===== src/rtl/rbc_pkg.sv =====
`timescale 1ns / 1ps
// rbc_pkg: shared types, size decode, S-box tables and round helper functions
// for the Rijndael block cipher. No dependencies; used by every file but rbc_if.
package rbc_pkg;

  // Key store geometry: one row of up to eight columns per round key
  localparam int NUM_COLS = 8;
  localparam int KEY_ROWS = 15;

  localparam logic [7:0] RCON_INIT = 8'h01;
  localparam logic [7:0] GF_POLY   = 8'h1B;

  // Configuration register indexes
  localparam logic [2:0] CFG_KEY_0   = 3'd0;
  localparam logic [2:0] CFG_KEY_1   = 3'd1;
  localparam logic [2:0] CFG_KEY_2   = 3'd2;
  localparam logic [2:0] CFG_KEY_3   = 3'd3;
  localparam logic [2:0] CFG_KEY_LEN = 3'd4;
  localparam logic [2:0] CFG_BLK_LEN = 3'd5;
  localparam logic [2:0] CFG_DECRYPT = 3'd6;

  typedef logic [255:0] blk_t;
  typedef logic [1:0]   size_code_t;

  // Controls of the round unit
  typedef struct packed {
    logic       first;
    logic       last;
    logic       decrypt;
    logic [3:0] nb;
  } rnd_ctl_t;

  // Controls of the key expansion
  typedef struct packed {
    logic       start;
    logic [3:0] nb;
    logic [3:0] nk;
  } ks_ctl_t;

  // Size code to words; code 3 acts as 256 bits
  function automatic logic [3:0] code_words(size_code_t c);
    case (c)
      2'd0:    return 4'd4;
      2'd1:    return 4'd6;
      default: return 4'd8;
    endcase
  endfunction

  function automatic logic [3:0] num_rounds(logic [3:0] nb, logic [3:0] nk);
    return ((nb > nk) ? nb : nk) + 4'd6;
  endfunction

  function automatic logic [7:0] xtime(logic [7:0] a);
    return {a[6:0], 1'b0} ^ (a[7] ? GF_POLY : 8'h00);
  endfunction

  // Multiply by a small constant (up to 15)
  function automatic logic [7:0] gmul_c(logic [7:0] a, logic [3:0] b);
    logic [7:0] a2, a4, a8;
    a2 = xtime(a);
    a4 = xtime(a2);
    a8 = xtime(a4);
    return (b[0] ? a : 8'h00) ^ (b[1] ? a2 : 8'h00) ^
           (b[2] ? a4 : 8'h00) ^ (b[3] ? a8 : 8'h00);
  endfunction

  // Full field multiply, elaboration use only
  function automatic logic [7:0] gf_mul(logic [7:0] a, logic [7:0] b);
    logic [7:0] acc, x;
    acc = 8'h00;
    x = a;
    for (int k = 0; k < 8; k++) begin
      if (b[k]) acc = acc ^ x;
      x = xtime(x);
    end
    return acc;
  endfunction

  // S-box: inverse in GF(2^8) then the affine map
  function automatic logic [2047:0] gen_sbox();
    logic [2047:0] flat;
    logic [7:0] inv, base, s;
    int e;
    flat = '0;
    for (int x = 0; x < 256; x++) begin
      inv = 8'h01;
      base = 8'(x);
      for (e = 254; e > 0; e = e >> 1) begin
        if (e[0]) inv = gf_mul(inv, base);
        base = gf_mul(base, base);
      end
      if (x == 0) inv = 8'h00;
      s = inv ^ {inv[6:0], inv[7]} ^ {inv[5:0], inv[7:6]} ^
          {inv[4:0], inv[7:5]} ^ {inv[3:0], inv[7:4]} ^ 8'h63;
      flat[x*8 +: 8] = s;
    end
    return flat;
  endfunction

  function automatic logic [2047:0] gen_inv_sbox(logic [2047:0] fwd);
    logic [2047:0] flat;
    logic [7:0] s;
    flat = '0;
    for (int x = 0; x < 256; x++) begin
      s = fwd[x*8 +: 8];
      flat[int'(s)*8 +: 8] = 8'(x);
    end
    return flat;
  endfunction

  localparam logic [2047:0] SBOX_FLAT     = gen_sbox();
  localparam logic [2047:0] INV_SBOX_FLAT = gen_inv_sbox(SBOX_FLAT);

  function automatic logic [7:0] sub_byte(logic [7:0] b);
    return SBOX_FLAT[{b, 3'b000} +: 8];
  endfunction

  function automatic logic [7:0] inv_sub_byte(logic [7:0] b);
    return INV_SBOX_FLAT[{b, 3'b000} +: 8];
  endfunction

  function automatic logic [31:0] sub_word(logic [31:0] w);
    return {sub_byte(w[31:24]), sub_byte(w[23:16]), sub_byte(w[15:8]), sub_byte(w[7:0])};
  endfunction

  // Row rotation over nb columns; columns past nb come out zero
  function automatic blk_t row_rotate(blk_t st, logic [3:0] nb, logic inv);
    blk_t o;
    logic [3:0] sh, idx;
    o = '0;
    for (int c = 0; c < NUM_COLS; c++) begin
      if (c < int'(nb)) begin
        o[255 - 32*c -: 8] = st[255 - 32*c -: 8];
        for (int r = 1; r < 4; r++) begin
          if (nb == 4'd8 && r > 1) sh = 4'(r + 1);
          else sh = 4'(r);
          if (inv) idx = 4'(c) + nb - sh;
          else idx = 4'(c) + sh;
          if (idx >= nb) idx = idx - nb;
          o[255 - 32*c - 8*r -: 8] = st[255 - 32*int'(idx) - 8*r -: 8];
        end
      end
    end
    return o;
  endfunction

  // One column of the mix step; row 0 in the top byte
  function automatic logic [31:0] mix_column(logic [31:0] col, logic inv);
    logic [7:0] a [4];
    logic [3:0] m [4];
    logic [7:0] v;
    logic [31:0] o;
    a[0] = col[31:24];
    a[1] = col[23:16];
    a[2] = col[15:8];
    a[3] = col[7:0];
    if (inv) begin
      m[0] = 4'd14; m[1] = 4'd11; m[2] = 4'd13; m[3] = 4'd9;
    end else begin
      m[0] = 4'd2;  m[1] = 4'd3;  m[2] = 4'd1;  m[3] = 4'd1;
    end
    o = '0;
    for (int r = 0; r < 4; r++) begin
      v = 8'h00;
      for (int k = 0; k < 4; k++) v = v ^ gmul_c(a[k], m[(k + 4 - r) & 3]);
      o[31 - 8*r -: 8] = v;
    end
    return o;
  endfunction

endpackage


===== src/rtl/rbc_key_sched.sv =====
`timescale 1ns / 1ps
// rbc_key_sched: expands the key one word per cycle into the round key store
// (15 rows of 8 columns) and serves one registered row per cycle. Uses rbc_pkg.
module rbc_key_sched (
  input  logic                clk,
  input  logic                rst,
  input  rbc_pkg::ks_ctl_t    ctl,
  input  logic [255:0]        key_vec,
  input  logic [3:0]          rd_row,
  output logic                done,
  output rbc_pkg::blk_t       rd_data
);

  typedef enum logic {KS_IDLE, KS_RUN} ks_state_t;

  ks_state_t   state;
  logic [6:0]  word_idx;
  logic [2:0]  kc;
  logic [2:0]  col;
  logic [3:0]  row;
  logic [7:0]  rcon;
  logic [31:0] win [8];
  logic [31:0] new_word;
  logic [31:0] t;
  logic [31:0] old_word;
  logic [3:0]  rounds;
  logic [6:0]  total;
  logic        from_key;
  logic [7:0][31:0] key_mem [rbc_pkg::KEY_ROWS];

  assign rounds   = rbc_pkg::num_rounds(ctl.nb, ctl.nk);
  assign total    = {3'b000, ctl.nb} * {3'b000, rounds + 4'd1};
  assign from_key = word_idx < {3'b000, ctl.nk};

  // word i-nk from the window of recent words
  always_comb begin
    case (ctl.nk)
      4'd4:    old_word = win[3];
      4'd6:    old_word = win[5];
      default: old_word = win[7];
    endcase
  end

  // next schedule word
  always_comb begin
    t = win[0];
    if (kc == 3'd0) begin
      t = rbc_pkg::sub_word({win[0][23:0], win[0][31:24]}) ^ {rcon, 24'h000000};
    end else if (ctl.nk == 4'd8 && kc == 3'd4) begin
      t = rbc_pkg::sub_word(win[0]);
    end
    if (from_key) new_word = key_vec[255 - 32*int'(word_idx[2:0]) -: 32];
    else new_word = old_word ^ t;
  end

  // sequencer
  always_ff @(posedge clk) begin
    if (rst) begin
      state <= KS_IDLE;
      done  <= 1'b0;
    end else begin
      done <= 1'b0;
      case (state)
        KS_IDLE: begin
          if (ctl.start) begin
            state    <= KS_RUN;
            word_idx <= '0;
            kc       <= '0;
            col      <= '0;
            row      <= '0;
            rcon     <= rbc_pkg::RCON_INIT;
          end
        end
        KS_RUN: begin
          word_idx <= word_idx + 7'd1;
          kc  <= ({1'b0, kc} == ctl.nk - 4'd1) ? 3'd0 : kc + 3'd1;
          if ({1'b0, col} == ctl.nb - 4'd1) begin
            col <= '0;
            row <= row + 4'd1;
          end else begin
            col <= col + 3'd1;
          end
          if (!from_key && kc == 3'd0) rcon <= rbc_pkg::xtime(rcon);
          if (word_idx == total - 7'd1) begin
            state <= KS_IDLE;
            done  <= 1'b1;
          end
        end
        default: state <= KS_IDLE;
      endcase
    end
  end

  // window of the last eight words
  always_ff @(posedge clk) begin
    if (state == KS_RUN) begin
      win[0] <= new_word;
      for (int j = 1; j < 8; j++) win[j] <= win[j-1];
    end
  end

  // round key store
  always_ff @(posedge clk) begin
    if (state == KS_RUN) key_mem[row][~col] <= new_word;
    rd_data <= key_mem[rd_row];
  end

endmodule


===== config.mk =====
export PLATFORM = sky130hd
export DESIGN_NAME = rbc_key_sched
export DESIGN_NICKNAME = d
export VERILOG_FILES = /design/src/rtl/rbc_pkg.sv /design/src/rtl/rbc_key_sched.sv
export SDC_FILE = /design/constraint.sdc
export NUM_CORES = 2
export LEC_CHECK = 0
export ABC_AREA = 1
export BUFFER_PORTS_ARGS = -buffer_cell sky130_fd_sc_hd__buf_2
export CAP_MARGIN = 5
export CORE_MARGIN = 2
export CORE_UTILIZATION = 30
export DETAILED_ROUTE_END_ITERATION = 16
export GPL_TIMING_DRIVEN = 0
export HOLD_SLACK_MARGIN = 0.1
export PLACE_DENSITY_LB_ADDON = 0.3
export SYNTH_ARGS = -nofsm -noshare
export SYNTH_HDL_FRONTEND = slang
export SYNTH_SLANG_ARGS = --single-unit

===== constraint.sdc =====
create_clock -name clk -period 12.5 [get_ports clk]
set_input_delay 2.5 -clock clk [delete_from_list [all_inputs] [get_ports clk]]
set_output_delay 2.5 -clock clk [all_outputs]
set_load 0.01 [all_outputs]

======== Yosys cells after proc, flatten, opt, wreduce, memory -nomap -nowiden ========
Memories as Yosys holds them, arrays and structs flattened. A register that Yosys moved wholly into a read port is not among the register bits.
Index checks and enable logic that the tools add are counted.
cells by class
  $add $sub $neg .......................... 10
  multiply operators ...................... 1
  div/mod/pow operators ................... 0
  magnitude comparators ................... 4
  eq/ne operators ......................... 10
  shift operators ......................... 5
  mux-type cells .......................... 28
  bitwise gates (word level) .............. 6
  reduce and logical (&&, ||, !) cells .... 9
operators with widths
  operator                                                      count
  indexed part select 2048 x 12 -> 8 bit, first input constant  4
  indexed part select 287 x 9 -> 32 bit                         1
  2-to-1 mux 256 bit                                            1
  2-to-1 mux 32 bit                                             4
  demux 32 bit (select 3 bit)                                   1
  case mux 32 bit (2 select lines)                              1
  bitwise XOR 32 bit                                            2
  2-to-1 mux 8 bit                                              2
  case mux 8 bit (2 select lines)                               1
  case mux 7 bit (2 select lines)                               1
  2-to-1 mux 4 bit                                              3
  case mux 3 bit (2 select lines)                               2
  2-to-1 mux 3 bit                                              3
  subtractor 8 x 8 -> 9 bit, first input constant               1
  adder 4 x 1 -> 4 bit, second input constant                   2
  == test 3 x 4 -> 1 bit                                        2
  == test 4 x 3 -> 1 bit, second input constant                 2
  case mux 4 bit (2 select lines)                               1
  subtractor 4 x 1 -> 4 bit, second input constant              2
  bitwise XOR 8 x 5 -> 8 bit                                    1
  adder 7 x 1 -> 7 bit, second input constant                   1
  == test 7 bit                                                 1
  < comparator 7 x 4 -> 1 bit                                   1
  multiplier 4 x 4 -> 7 bit                                     1
  22 further kinds                                              32
storage, ports and cells
  flip-flop bits (word level) ............. 27
  latch bits .............................. 0
  bits in writable memories ............... 4,096
  memory bits (read-only) ................. 0
  output and inout port bits .............. 257
  word-level logic and storage cells ...... 82
  memories kept ........................... 2
memory list
  name     words  bits a word  rd ports  clocked after memory_dff  wr ports  line                 RTL
  key_mem  15     256          1         1                         1         rbc_key_sched.sv:29  logic [7:0][31:0] key_mem [rbc_pkg::KEY_ROWS];
  win      8      32           8         0                         8         rbc_key_sched.sv:22  logic [31:0] win [8];

======== Logic depth before layout (Yosys ltp) ========
  depth in word-level cells ............... 9
  mapped depth ............................ 26
  mapped depth without buffers ............ 26

======== Least setup slack after synthesis ========
Ideal clock, no wire load.
  path type ............................... register to register
  from .................................... register state
  to ...................................... memory key_mem[0][224] (netlist name) (enable)
  library setup time ...................... 0.421 ns
  arrival ................................. 9.119 ns
  required time ........................... 12.079 ns
  setup slack ............................. 2.960 ns
  stages on the path, launching flop included .. 6
  buffers on the path ..................... 1
  cell sequence ........................... dfxtp_1 -> inv_1 -> nor2_1 -> nand2_1 -> clkbuf_1 -> nor2_1
on the way
  cells in the longest elaborated chain, start to end .. 2
ends and longest elaborated chain
  what                                      line                  RTL
  start: declaration                        rbc_key_sched.sv:16   ks_state_t state;
  start signal: assignment                  rbc_key_sched.sv:59   state <= KS_IDLE;
  start signal: assignment                  rbc_key_sched.sv:66   state <= KS_RUN;
  start signal: assignment                  rbc_key_sched.sv:85   state <= KS_IDLE;
  2-to-1 mux 1 bit                          rbc_key_sched.sv:104  if (state == KS_RUN) key_mem[row][~col] <= new_word;
  2-to-1 mux 256 bit (implied by the code)  rbc_key_sched.sv:104
  end: declaration                          rbc_key_sched.sv:29
No other way between the ends.

==> out/metrics.csv <==
stage;metric;value;unit
run_status;status;complete, but fails checks;
run_status;violations;capacitance limit, slew limit;
cts;clkLatencyLatePin;1.16;ns
cts;clk_path_buf_depth;4;
sta;fmax;138;MHz
grt;grt_usage;26.7;%
cts;clock-sinks;4379;
setup_path;rr_worst_depth;17;
setup_path;arrival;8.12;ns
sta;skew;0.144;ns
synth;netlist_instances;14900;
grt;grt_first_pass_wirelength;1110000;um
grt;grt_busiest_layer;met2;
sta;grt_setup_unrepaired;no;
grt;met2_usage;40.2;%
cts;ctsResizeCount;0;
synth;synth-async-reset-ratio;0;%
setup_path;worst_path_most_repeated_cell;buf_2;
cts;cts_setup_buffers;0;
synth;syn_area;179000;um^2
worst_hold_path;min_from;win[0][65];
worst_hold_path;worstHoldPathCells;0;
placement;dp_hpwl;601000;um
cts;clk_pin_slew;0.06;ns
placement;place_ws;4.43;ns
worst_hold_path;hp-class;reg2reg;
layout;area_growth;19.8;%
sta;hold_viol;0;
synth;synth-seq-cells;4379;
drt;num_vias;140000;
drt;drc_errors;0;
setup_path;critPathMaxFanout;10;
sta;relSlewSlack;-12.3;%
grt;grt_pass1_vias;128000;
placement;io_buffers;523;
grt;met1_usage;34.4;%
setup_path;r2r_slack;6.74;ns
setup_path;crit_slowest_cell;clkbuf_1;
layout;drive_gt1_share;12.5;%
floorplan;dieArea;604000;um^2
power_and_ir_drop;leakage;72.2;nW
power_and_ir_drop;peakVddDrop;142;uV
cts;htreeDepth;5;
power_and_ir_drop;power_density;168;nW/um^2
sta;setup_viol;0;
floorplan;core_area;595000;um^2
setup_path;crit_required;13.38;ns
setup_path;end_kind;flip-flop;
sta;maxSlewViolCount;3;
synth;synth_cell_types;48;
power_and_ir_drop;power;36.0;mW
setup_path;r2r_end;key_mem[10][104];
setup_path;crit_chain;buf_2 -> inv_1 -> buf_2 -> buf_2 -> buf_2 -> clkbuf_1 -> o21ai_0 -> o22ai_1;
run;cap_violations;1;
setup_path;critPathLaunchType;input port;
layout;layout.nets;16500;
grt;use_met3;7.05;%
grt;grt_max_degree;91;
drt;drtIter0Drc;21600;
floorplan;die_x;777;um
synth;syn_avg_cell_area;12.1;um^2
synth;yosys_most_used_dff;edfxtp_1;
setup_path;critPathKind;in2reg;
worst_hold_path;hold_end;win[0][97];
sta;tightest_slew;1.67;ns
sta;timing.final.crit_share;57.9;%
drt;wl_per_cell;34.2;um
drt;antenna_left;0;
floorplan;io_pins;528;
grt;grt-ovfl-total;0;
drt;viasPerCell;5.68;
sta;holdWs;0.366;ns
cts;cts_buffers;465;
floorplan;start_util;30.1;%
sta;postLayoutSetupSlackWorst;5.26;ns
cts;tritoncts;done;
placement;gp_congestion;0.952;
synth;syn_nets;15200;
floorplan;die_y;777;um
floorplan;rows;283;
sta;fin_setup_tns;0;ns
drt;dr.pass1.iters;10;
synth;synth_seq_area_share;71.9;%
grt;antenna_found_initial;115;
sta;period_needed;7.24;ns
cts;clock-root-buffer;clkbuf_16;
synth;synth-edff-count;4121;
setup_path;timing.rr.start;win[0][9];
cts;cts_hold_buf;0;
setup_path;max_stage_delay;1.12;ns
synth;yosys_warnings;0;
drt;routed_wl;840000;um
## metal layers
metal  vias to the layer above  part of all wire (%)
met5                         -                 0.038
met4                        42                   7.1
met3                      2045                    12
met2                      9926                    44
met1                     69900                    38
li1                      57600                     -
## layout make-up
type                            instances  area, um^2
Fill cell                           58000      380000
Sequential cell                      4379      129000
Multi-Input combinational cell       9149       45900
Clock buffer                          591       12200
Tap cell                             7837        9810
Timing Repair Buffer                  826        9200
Buffer                               1064        4600
Clock inverter                        262        2650
Inverter                              272        1030
Antenna cell                          188         470
## placed cells by master, fill, tap and decap left out, drive strengths merged, types with 19 or more instances in the layout
cell type / n
a221oi: 94
a32oi: 40
o21ai: 1904
a2bb2oi: 76
nand4: 19
a221o: 55
edfxtp: 4121
inv: 279
ha: 90
bufinv: 34
nand3: 963
nor2: 1759
buf: 1266
clkbuf: 1215
diode: 188
clkinv: 212
o221ai: 234
nand2: 2278
o211ai: 164
o22ai: 457
dfxtp: 258
a21oi: 921
## sequential cells by signal, summed over array words and instances, names as in the netlist, 3 cells and up
signal and cells:
rd_data 256, col 3, word_idx 7, key_mem 3840
win 256, row 4, rcon 8, kc 3
## cell families after synthesis
logic type | after synthesis | synth area share [%]
DFF | 4379 | 71.9
buffers and inverters | 1336 | 3.13
and+or+nand+nor | 5050 | 11.4
adders and majority gates | 95 | 0.684
xor gates and xnor gates | 21 | 0.103
AOI/OAI and AO/OA | 3983 | 12.8
## critical path, delay by kind of cell
kind | cells | cell delay [ns]
buf+inv | 6 | 4.12
compound gates | 2 | 1.39
## through the flow
stage	instances	utilization [%]	area, um^2
3_5_place_dp	23500	33.5	199000
3_3_place_gp	23200	32.2	192000
6_report	24600	36.1	215000
4_1_cts	24400	36.0	214000
5_1_grt	24500	36.1	215000
2_1_floorplan	14900	-	179000
## synth_stat cells, drive strengths merged, types with 18 or more instances
cell | n | area share [%]
nor2 | 1759 | 3.7
a221oi | 94 | 0.47
nand4 | 19 | 0.066
a2bb2oi | 76 | 0.37
nand3 | 963 | 2.7
clkbuf | 624 | 1.3
nand2 | 2278 | 4.8
o211ai | 164 | 0.69
o21ai | 1904 | 5.3
a31oi | 18 | 0.063
dfxtp | 258 | 2.9
o22ai | 457 | 1.6
buf | 440 | 1.2
inv | 264 | 0.56
a221o | 55 | 0.31
a21oi | 921 | 2.6
edfxtp | 4121 | 69
o221ai | 234 | 1.1
a32oi | 40 | 0.20
ha | 90 | 0.63
## power breakdown
group	internal, mW	switching, mW	total [mW]
clock	7.62	6.10	13.7
sequential	17.0	0.0949	17.1
combinational	1.13	4.09	5.22
total	25.7	10.3	36.0
## worst max-delay path by stage
stage | startpoint | end | slack, ns
3_3_place_gp | state | key_mem[5][124] | -6.71
4_1_cts | rd_row[2] | rd_data[2] | 5.56
6_report | rd_row[2] | rd_data[167] | 5.26
5_1_grt | ctl[3] | done | 5.13
2_1_floorplan | state | key_mem[0][224] | 2.96
3_5_place_dp | rd_row[2] | rd_data[2] | 4.43
Power figures use the tool's default switching activity.
